**src/hdl/rdxc_pkg.sv**
```systemverilog
`default_nettype none
// ----------------------------------------------------------------------------
// rdxc_pkg: radix converter shared types and constants
// Item structs, register map, reset values and the alphabet lookup.
// ----------------------------------------------------------------------------
package rdxc_pkg;

    localparam int CHAR_W    = 8;
    localparam int RADIX_W   = 5;
    localparam int DIGIT_W   = 4;
    localparam int ALPHA_N   = 16;
    localparam int ALPHA_W   = 64;
    localparam int APB_DW    = 64;
    localparam int APB_AW    = 6;
    localparam int REG_IDX_W = 3;

    localparam int DEFAULT_VALUE_WIDTH = 64;
    localparam int DEFAULT_MAX_RADIX   = 16;

    // register indexes, byte address = 8 * index
    localparam logic [REG_IDX_W-1:0] REG_FROM_RADIX = 3'd0;
    localparam logic [REG_IDX_W-1:0] REG_TO_RADIX   = 3'd1;
    localparam logic [REG_IDX_W-1:0] REG_FROM_LOW   = 3'd2;
    localparam logic [REG_IDX_W-1:0] REG_FROM_HIGH  = 3'd3;
    localparam logic [REG_IDX_W-1:0] REG_TO_LOW     = 3'd4;
    localparam logic [REG_IDX_W-1:0] REG_TO_HIGH    = 3'd5;

    localparam logic [RADIX_W-1:0] RADIX_RESET      = 5'd10;
    localparam logic [ALPHA_W-1:0] ALPHA_LOW_RESET  = 64'd3978425819141910832;
    localparam logic [ALPHA_W-1:0] ALPHA_HIGH_RESET = 64'd14648;

    typedef struct packed {
        logic [CHAR_W-1:0] in_char;
        logic              in_last;
    } in_item_t;

    typedef struct packed {
        logic [CHAR_W-1:0] out_char;
        logic              out_last;
        logic              out_error;
    } out_item_t;

    // pick character k out of a 16-entry packed alphabet
    function automatic logic [CHAR_W-1:0] alpha_char(
        input logic [ALPHA_W-1:0] lo,
        input logic [ALPHA_W-1:0] hi,
        input logic [DIGIT_W-1:0] k
    );
        logic [ALPHA_W-1:0] word;
        word = k[3] ? hi : lo;
        return word[{k[2:0], 3'b000} +: CHAR_W];
    endfunction

endpackage
`default_nettype wire

```
**src/hdl/radix_converter_unit.sv**
```systemverilog
`default_nettype none
// ----------------------------------------------------------------------------
// radix_converter_unit: streaming radix conversion
// Folds source digit characters into a binary value and writes it back out
// in the target alphabet through a shift-subtract divider.
// ----------------------------------------------------------------------------
// Usage
//   Input channel (s_valid/s_ready/s_data): one source character per item,
//   most significant first; in_last marks the final character of a number.
//   Output channel (m_valid/m_ready/m_data): target characters, most
//   significant first, out_last on the final one; an unknown character or an
//   overflow gives one item with out_error and out_last set, out_char zero.
//   APB port: six 64-bit registers at byte address 8*i (radixes, alphabets).
// Sequence
//   Each character is accepted with the alphabet match, then
//   the multiply-add and overflow check run on the accumulator.
//   On the last character a finish step follows, then the bit-serial divider
//   produces each target digit, and each digit is delivered through the digit
//   store read and the output register. The divider loop sets the latency.
//   s_ready is high only in the idle state, between characters' work steps; the next number can be
//   accepted while the final result still waits in the output register.
// Reset and stall
//   Reset restores the register defaults and clears accumulator, error flag
//   and output valid flag. A stalled receiver holds the emit sequence; no item
//   is dropped and none is repeated.
// ----------------------------------------------------------------------------
module radix_converter_unit #(
    parameter int VALUE_WIDTH = rdxc_pkg::DEFAULT_VALUE_WIDTH,
    parameter int MAX_RADIX   = rdxc_pkg::DEFAULT_MAX_RADIX
) (
    input  wire                             aclk,
    input  wire                             aresetn,
    // input channel
    input  wire                             s_valid,
    output logic                            s_ready,
    input  wire rdxc_pkg::in_item_t         s_data,
    // result channel
    output logic                            m_valid,
    input  wire                             m_ready,
    output rdxc_pkg::out_item_t             m_data,
    // configuration
    input  wire                             psel,
    input  wire                             penable,
    input  wire                             pwrite,
    input  wire  [rdxc_pkg::APB_AW-1:0]     paddr,
    input  wire  [rdxc_pkg::APB_DW-1:0]     pwdata,
    output logic [rdxc_pkg::APB_DW-1:0]     prdata,
    output logic                            pready
);
    import rdxc_pkg::*;

    localparam int IDX_W  = $clog2(VALUE_WIDTH);
    localparam int CNT_W  = $clog2(VALUE_WIDTH + 1);
    localparam int PROD_W = VALUE_WIDTH + RADIX_W;

    localparam logic [2:0] ST_IDLE     = 3'd0;
    localparam logic [2:0] ST_MAC      = 3'd1;
    localparam logic [2:0] ST_FINISH   = 3'd2;
    localparam logic [2:0] ST_DIV      = 3'd3;
    localparam logic [2:0] ST_EMIT_RD  = 3'd4;
    localparam logic [2:0] ST_EMIT_OUT = 3'd5;
    localparam logic [2:0] ST_ERR_OUT  = 3'd6;

    // configuration registers
    logic [RADIX_W-1:0] from_radix_reg;
    logic [RADIX_W-1:0] to_radix_reg;
    logic [ALPHA_W-1:0] from_low_reg;
    logic [ALPHA_W-1:0] from_high_reg;
    logic [ALPHA_W-1:0] to_low_reg;
    logic [ALPHA_W-1:0] to_high_reg;

    // sequencer and datapath state
    logic [2:0]             state_reg,   state_next;
    logic [VALUE_WIDTH-1:0] accum_reg,   accum_next;
    logic                   err_reg,     err_next;
    logic                   found_reg,   found_next;
    logic [DIGIT_W-1:0]     idx_reg,     idx_next;
    logic                   last_reg,    last_next;
    logic [VALUE_WIDTH-1:0] quot_reg,    quot_next;
    logic [DIGIT_W-1:0]     rem_reg,     rem_next;
    logic [IDX_W-1:0]       bit_cnt_reg, bit_cnt_next;
    logic [CNT_W-1:0]       ndig_reg,    ndig_next;
    logic [IDX_W-1:0]       rd_ptr_reg,  rd_ptr_next;
    logic                   m_valid_reg, m_valid_next;
    out_item_t              m_data_reg,  m_data_next;

    // digit store, least significant digit first
    logic [DIGIT_W-1:0] digit_mem [VALUE_WIDTH];
    logic [DIGIT_W-1:0] rd_data_reg;
    logic               mem_we;
    logic [DIGIT_W-1:0] mem_wdata;

    logic [RADIX_W-1:0] fr_eff;
    logic [RADIX_W-1:0] tr_eff;
    logic               in_accept;
    logic               out_free;
    logic               cfg_write;
    logic [REG_IDX_W-1:0] cfg_idx;

    logic [ALPHA_N-1:0] hit;
    logic               lk_found;
    logic [DIGIT_W-1:0] lk_idx;

    logic [PROD_W-1:0]  mac_sum;
    logic               mac_ovf;

    logic [DIGIT_W:0]   div_trial;
    logic [DIGIT_W:0]   div_diff;
    logic               div_ge;
    logic [DIGIT_W-1:0] div_rem;
    logic [VALUE_WIDTH-1:0] div_quot;

    // clamp radixes into the supported range
    always_comb begin
        if (from_radix_reg < RADIX_W'(2)) begin
            fr_eff = RADIX_W'(2);
        end else if (from_radix_reg > RADIX_W'(MAX_RADIX)) begin
            fr_eff = RADIX_W'(MAX_RADIX);
        end else begin
            fr_eff = from_radix_reg;
        end
        if (to_radix_reg < RADIX_W'(2)) begin
            tr_eff = RADIX_W'(2);
        end else if (to_radix_reg > RADIX_W'(MAX_RADIX)) begin
            tr_eff = RADIX_W'(MAX_RADIX);
        end else begin
            tr_eff = to_radix_reg;
        end
    end

    assign s_ready   = (state_reg == ST_IDLE);
    assign in_accept = s_valid && s_ready;
    assign out_free  = !m_valid_reg || m_ready;
    assign m_valid   = m_valid_reg;
    assign m_data    = m_data_reg;

    // alphabet match: lowest matching index wins
    always_comb begin
        lk_found = 1'b0;
        lk_idx   = '0;
        for (int k = 0; k < ALPHA_N; k++) begin
            hit[k] = (RADIX_W'(k) < fr_eff) &&
                     (alpha_char(from_low_reg, from_high_reg, DIGIT_W'(k)) == s_data.in_char);
        end
        for (int k = ALPHA_N - 1; k >= 0; k--) begin
            if (hit[k]) begin
                lk_found = 1'b1;
                lk_idx   = DIGIT_W'(k);
            end
        end
    end

    // multiply-add with overflow detect
    assign mac_sum = PROD_W'(accum_reg) * PROD_W'(fr_eff) + PROD_W'(idx_reg);
    assign mac_ovf = |mac_sum[PROD_W-1:VALUE_WIDTH];

    // one restoring division step
    assign div_trial = {rem_reg, quot_reg[VALUE_WIDTH-1]};
    assign div_diff  = div_trial - tr_eff;
    assign div_ge    = (div_trial >= tr_eff);
    assign div_rem   = div_ge ? div_diff[DIGIT_W-1:0] : div_trial[DIGIT_W-1:0];
    assign div_quot  = {quot_reg[VALUE_WIDTH-2:0], div_ge};

    always_comb begin
        state_next   = state_reg;
        accum_next   = accum_reg;
        err_next     = err_reg;
        found_next   = found_reg;
        idx_next     = idx_reg;
        last_next    = last_reg;
        quot_next    = quot_reg;
        rem_next     = rem_reg;
        bit_cnt_next = bit_cnt_reg;
        ndig_next    = ndig_reg;
        rd_ptr_next  = rd_ptr_reg;
        m_valid_next = m_valid_reg && !m_ready;
        m_data_next  = m_data_reg;
        mem_we       = 1'b0;
        mem_wdata    = div_rem;

        case (state_reg)
            ST_IDLE: begin
                if (in_accept) begin
                    found_next = lk_found;
                    idx_next   = lk_idx;
                    last_next  = s_data.in_last;
                    state_next = ST_MAC;
                end
            end
            ST_MAC: begin
                // after an error, take characters in but leave the value alone
                if (!err_reg) begin
                    if (!found_reg || mac_ovf) begin
                        err_next = 1'b1;
                    end else begin
                        accum_next = mac_sum[VALUE_WIDTH-1:0];
                    end
                end
                state_next = last_reg ? ST_FINISH : ST_IDLE;
            end
            ST_FINISH: begin
                quot_next    = accum_reg;
                rem_next     = '0;
                bit_cnt_next = '0;
                ndig_next    = '0;
                accum_next   = '0;
                err_next     = 1'b0;
                state_next   = err_reg ? ST_ERR_OUT : ST_DIV;
            end
            ST_DIV: begin
                quot_next    = div_quot;
                rem_next     = div_rem;
                bit_cnt_next = bit_cnt_reg + IDX_W'(1);
                if (bit_cnt_reg == IDX_W'(VALUE_WIDTH - 1)) begin
                    // digit done: store remainder, restart on the quotient
                    mem_we       = 1'b1;
                    ndig_next    = ndig_reg + CNT_W'(1);
                    rem_next     = '0;
                    bit_cnt_next = '0;
                    if (div_quot == '0) begin
                        rd_ptr_next = ndig_reg[IDX_W-1:0];
                        state_next  = ST_EMIT_RD;
                    end
                end
            end
            ST_EMIT_RD: begin
                state_next = ST_EMIT_OUT;
            end
            ST_EMIT_OUT: begin
                if (out_free) begin
                    m_valid_next          = 1'b1;
                    m_data_next.out_char  = alpha_char(to_low_reg, to_high_reg, rd_data_reg);
                    m_data_next.out_last  = (rd_ptr_reg == '0);
                    m_data_next.out_error = 1'b0;
                    if (rd_ptr_reg == '0) begin
                        state_next = ST_IDLE;
                    end else begin
                        rd_ptr_next = rd_ptr_reg - IDX_W'(1);
                        state_next  = ST_EMIT_RD;
                    end
                end
            end
            ST_ERR_OUT: begin
                if (out_free) begin
                    m_valid_next          = 1'b1;
                    m_data_next.out_char  = '0;
                    m_data_next.out_last  = 1'b1;
                    m_data_next.out_error = 1'b1;
                    state_next            = ST_IDLE;
                end
            end
            default: begin
                state_next = ST_IDLE;
            end
        endcase
    end

    always_ff @(posedge aclk) begin
        if (!aresetn) begin
            state_reg   <= ST_IDLE;
            accum_reg   <= '0;
            err_reg     <= 1'b0;
            m_valid_reg <= 1'b0;
        end else begin
            state_reg   <= state_next;
            accum_reg   <= accum_next;
            err_reg     <= err_next;
            m_valid_reg <= m_valid_next;
        end
    end

    always_ff @(posedge aclk) begin
        found_reg   <= found_next;
        idx_reg     <= idx_next;
        last_reg    <= last_next;
        quot_reg    <= quot_next;
        rem_reg     <= rem_next;
        bit_cnt_reg <= bit_cnt_next;
        ndig_reg    <= ndig_next;
        rd_ptr_reg  <= rd_ptr_next;
        m_data_reg  <= m_data_next;
    end

    // digit store: write during division, registered read during emit
    always_ff @(posedge aclk) begin
        if (mem_we) begin
            digit_mem[ndig_reg[IDX_W-1:0]] <= mem_wdata;
        end
        if (state_reg == ST_EMIT_RD) begin
            rd_data_reg <= digit_mem[rd_ptr_reg];
        end
    end

    // APB register file
    assign pready    = 1'b1;
    assign cfg_idx   = paddr[APB_AW-1:3];
    assign cfg_write = psel && penable && pwrite;

    always_ff @(posedge aclk) begin
        if (!aresetn) begin
            from_radix_reg <= RADIX_RESET;
            to_radix_reg   <= RADIX_RESET;
            from_low_reg   <= ALPHA_LOW_RESET;
            from_high_reg  <= ALPHA_HIGH_RESET;
            to_low_reg     <= ALPHA_LOW_RESET;
            to_high_reg    <= ALPHA_HIGH_RESET;
        end else if (cfg_write) begin
            case (cfg_idx)
                REG_FROM_RADIX: from_radix_reg <= pwdata[RADIX_W-1:0];
                REG_TO_RADIX:   to_radix_reg   <= pwdata[RADIX_W-1:0];
                REG_FROM_LOW:   from_low_reg   <= pwdata;
                REG_FROM_HIGH:  from_high_reg  <= pwdata;
                REG_TO_LOW:     to_low_reg     <= pwdata;
                REG_TO_HIGH:    to_high_reg    <= pwdata;
                default: begin
                end
            endcase
        end
    end

    always_comb begin
        case (cfg_idx)
            REG_FROM_RADIX: prdata = APB_DW'(from_radix_reg);
            REG_TO_RADIX:   prdata = APB_DW'(to_radix_reg);
            REG_FROM_LOW:   prdata = from_low_reg;
            REG_FROM_HIGH:  prdata = from_high_reg;
            REG_TO_LOW:     prdata = to_low_reg;
            REG_TO_HIGH:    prdata = to_high_reg;
            default:        prdata = '0;
        endcase
    end

`ifndef SYNTH
    // an error result is always a lone final item with a zero character
    assert property (@(posedge aclk) disable iff (!aresetn)
        m_valid && m_data.out_error |-> m_data.out_last && (m_data.out_char == '0))
        else $error("error result not final or carries a character");

    // an accepted item drops s_ready, so the next one must wait
    assert property (@(posedge aclk) disable iff (!aresetn)
        s_valid && s_ready |=> !s_ready)
        else $error("input accepted on consecutive cycles");

    // divider remainder stays below the target radix
    assert property (@(posedge aclk) disable iff (!aresetn)
        (state_reg == ST_DIV) |-> (RADIX_W'(rem_reg) < tr_eff))
        else $error("divider remainder out of range");
`endif

endmodule
`default_nettype wire

```
**config.mk**
```make
export PLATFORM = sky130hd
export DESIGN_NAME = radix_converter_unit
export DESIGN_NICKNAME = d
export VERILOG_FILES = /design/src/hdl/rdxc_pkg.sv /design/src/hdl/radix_converter_unit.sv
export SDC_FILE = /design/constraint.sdc
export NUM_CORES = 2
export LEC_CHECK = 0
export BUFFER_PORTS_ARGS = -buffer_cell sky130_fd_sc_hd__buf_4
export CORE_MARGIN = 3
export CORE_UTILIZATION = 45
export CTS_CLUSTER_SIZE = 40
export DETAILED_ROUTE_END_ITERATION = 10
export PLACE_DENSITY = 0.7
export SYNTH_ARGS = -nofsm -noshare
export SYNTH_HDL_FRONTEND = slang
export SYNTH_SLANG_ARGS = --single-unit
```
**constraint.sdc**
```tcl
create_clock -name aclk -period 6.1 [get_ports aclk]
set_input_delay 0.61 -clock aclk [delete_from_list [all_inputs] [get_ports aclk]]
set_output_delay 0.61 -clock aclk [all_outputs]
set_load 0.005 [all_outputs]
```
==> run metrics <==
vias in the first global route 33028; Synth-to-Final Area Change 12.1%; share of cells above drive strength 1 11.6%; synthesized cell area 43500 sq um; wire length on met2 57100 um; Final Net Count 4906; critical path peak fanout 21; via-per-instance ratio 5.75; initial antenna violation count 18; Starting Density 45.6%; setup TNS 0 ns; Fin. Hold Viols 0; ys async rst share 0%; via count 33490; Hold Path Class in -> reg; worst slack, placed 0.216 ns; TritonCTS buffer count 75; Post-synth EDFFs 362; warnings from Yosys 0; 1st-iter DRT viols 3500; max-capacitance violation count 0; Synth Register Bits 697; period utilization 96.1%; clock buffer depth 3; IO Pins 163; total grt overflow 0; max reg flops 256; CP bufs+invs 6; Clk Tree Root Cell clkbuf_16; area of the core 95400 sq um; GRT Util Overall 24.0%; mean post-synth cell area 9.76 sq um; pin slew with the least headroom to its limit 1.35 ns; final core occ 51.1%; Synth Instances 4457; DP HPWL 82100 um; register area share after synthesis 40.4%; Crit Path Class reg -> reg; wire length on met1 50800 um; Peak supply drop 0.276 mV; Final min period 5.86 ns; Pleak 19.5 nW; TritonCTS clock tree done; CP delay by family, top adder cells; worst path cell trace nor2b_4 -> buf_4 -> clkbuf_16 -> and2_1 -> fa_1 -> fa_1 -> inv_1 -> fa_1 -> inv_1 -> ha_1 -> a21oi_1 -> o21ai_0 -> a21oi_1 -> o211ai_1 -> o21ai_0 -> o32ai_2 -> mux2_4 -> o2111ai_2 -> o2111a_2 -> buf_12 -> buf_6 -> mux2i_1; top_reg_cell synth edfxtp_1; width of the chip 317 um; Critical Path Most Common Cell fa_1; Worst Skew 0.0330 ns; Max-slew headroom 9.83%; CP Launch Type register; status finished, final reports clean; most frequent cells after synthesis nand2_1, inv_1, edfxtp_1, dfxtp_1, clkbuf_1; Achievable Freq 171 MHz; Skew-Pair Late Insertion Delay 0.65 ns; DR top layer met5; Critical Path Sink Type register; Largest stage delay, worst path 0.52 ns; CP arrival 6.44 ns; Die Area 100000 sq um; DIE HEIGHT 317 um; Antenna Nets Post-Route 0; area leader, netlist edfxtp_1; post-synth cell types 86; post-synth top area share 25.0%; Sink Count 697; largest net degree at the start of global routing 124; clk slew on worst S/H paths 0.06 ns; worst-path cell with the longest stage delay fa_1; DRT Wirelength 123000 um; critical path required time 6.68 ns; Final setup viols 0; hold buffers post-CTS 0; most frequent cell after synthesis nand2_1; DR WL met3 9930 um; final setup margin 0.237 ns; DR DRC count 0; Synth area leaders edfxtp_1, dfxtp_1, nand2_1; IO buf count 158; row cnt 113; TritonRoute pass-1 iters 5; PD cells 237 nW/um^2; Slew Viols, Final 0; syn nets 4880; DR WL/cell 21.1 um; htree depth 3; first-pass GRT wire length 189000 um; RePlAce Congestion 0.903
[cell type report]
| cell class | count | area, sq um |
|---|---|---|
| Sequential cell | 697 | 17600 |
| Antenna cell | 14 | 35.0 |
| Clock buffer | 102 | 2090 |
| Clock inverter | 37 | 577 |
| Tap cell | 1265 | 1580 |
| Fill cell | 8482 | 46700 |
| Timing Repair Buffer | 233 | 1970 |
| Multi-Input combinational cell | 3091 | 23500 |
| Inverter | 385 | 1450 |
[logic make-up after synthesis]
kind of cell | share of synthesized area (%)
xor gates and xnor gates | 3.97
AOI/OAI and AO/OA | 10.4
buffers and inverters | 6.03
other | 0.00862
adders and majority gates | 13.0
and+or+nand+nor | 17.7
muxes | 8.49
DFF | 40.4
[routing by layer]
metal / global-route usage, % / vias up
li1: - / 15183
met1: 32.0 / 16607
met2: 39.0 / 1380
met3: 3.71 / 310
met4: 9.96 / 10
met5: 0 / -
[report_power, final]
part	switching [mW]	internal (mW)	total [mW]
Sequential	0.123	5.20	5.32
Clock	2.02	2.92	4.94
Combinational	0.815	0.481	1.30
Total	2.96	8.59	11.6
[what timing repair did]
| item | CTS | global route |
|---|---|---|
| buffers inserted | 0 | 4 |
| resized for setup | 0 | 22 |
| setup endpoints to repair | 0 | 49 |
[tightest hold or removal path, cell delays in order]
cell and delay [ns]:
buf_4 0.10, nand2_1 0.05, nand3_1 0.06
[per-stage QoR]
stage	total power [mW]	cell area [sq um]	std cells	hold WS [ns]
after floorplan	6.20	43500	4457	0.450
after global placement	6.62	45800	5662	0.463
after CTS	11.6	48500	5801	0.159
final	11.6	48800	5824	0.204
after detailed placement	6.65	45800	5662	0.475
after global routing	11.9	48800	5821	0.178
[final timing paths]
check,startpoint,end,slack [ns],cells past startpoint
max reg2reg,from_radix_reg[4]$_SDFFE_PN0P_,accum_reg[10]$_SDFFE_PN0P_,0.24,22
max,from_radix_reg[4]$_SDFFE_PN0P_,accum_reg[10]$_SDFFE_PN0P_,0.24,22
min,pwdata[20],from_low_reg[20]$_SDFFE_PN1P_,0.20,3
min reg2reg,to_low_reg[48]$_SDFFE_PN0P_,to_low_reg[48]$_SDFFE_PN0P_,0.48,2
[layout by cell type, fill, tap and decap left out, types with 11 or more instances in the layout]
cell,Yosys,final
nand2_1,1048,1043
inv_1,385,384
edfxtp_1,362,362
dfxtp_1,335,334
and2_1,223,220
buf_4,3,213
a21boi_0,192,192
fa_1,191,191
ha_1,146,144
nor2_1,139,136
xnor2_1,126,126
mux4_2,123,123
a21oi_1,107,104
nand3_1,100,100
mux2i_1,85,85
clkbuf_16,0,83
xor2_1,71,71
a221o_1,62,62
a22o_1,59,59
o21ai_0,58,56
nand4_1,54,54
nor2b_1,33,31
nor3_1,33,28
nor4_1,29,28
a21o_1,26,26
clkbuf_1,245,20
diode_2,0,14
o21bai_1,13,13
or3_1,12,12
and3_1,14,12
bufinv_16,0,11
Note: power is estimated with default switching activity, not from simulation.
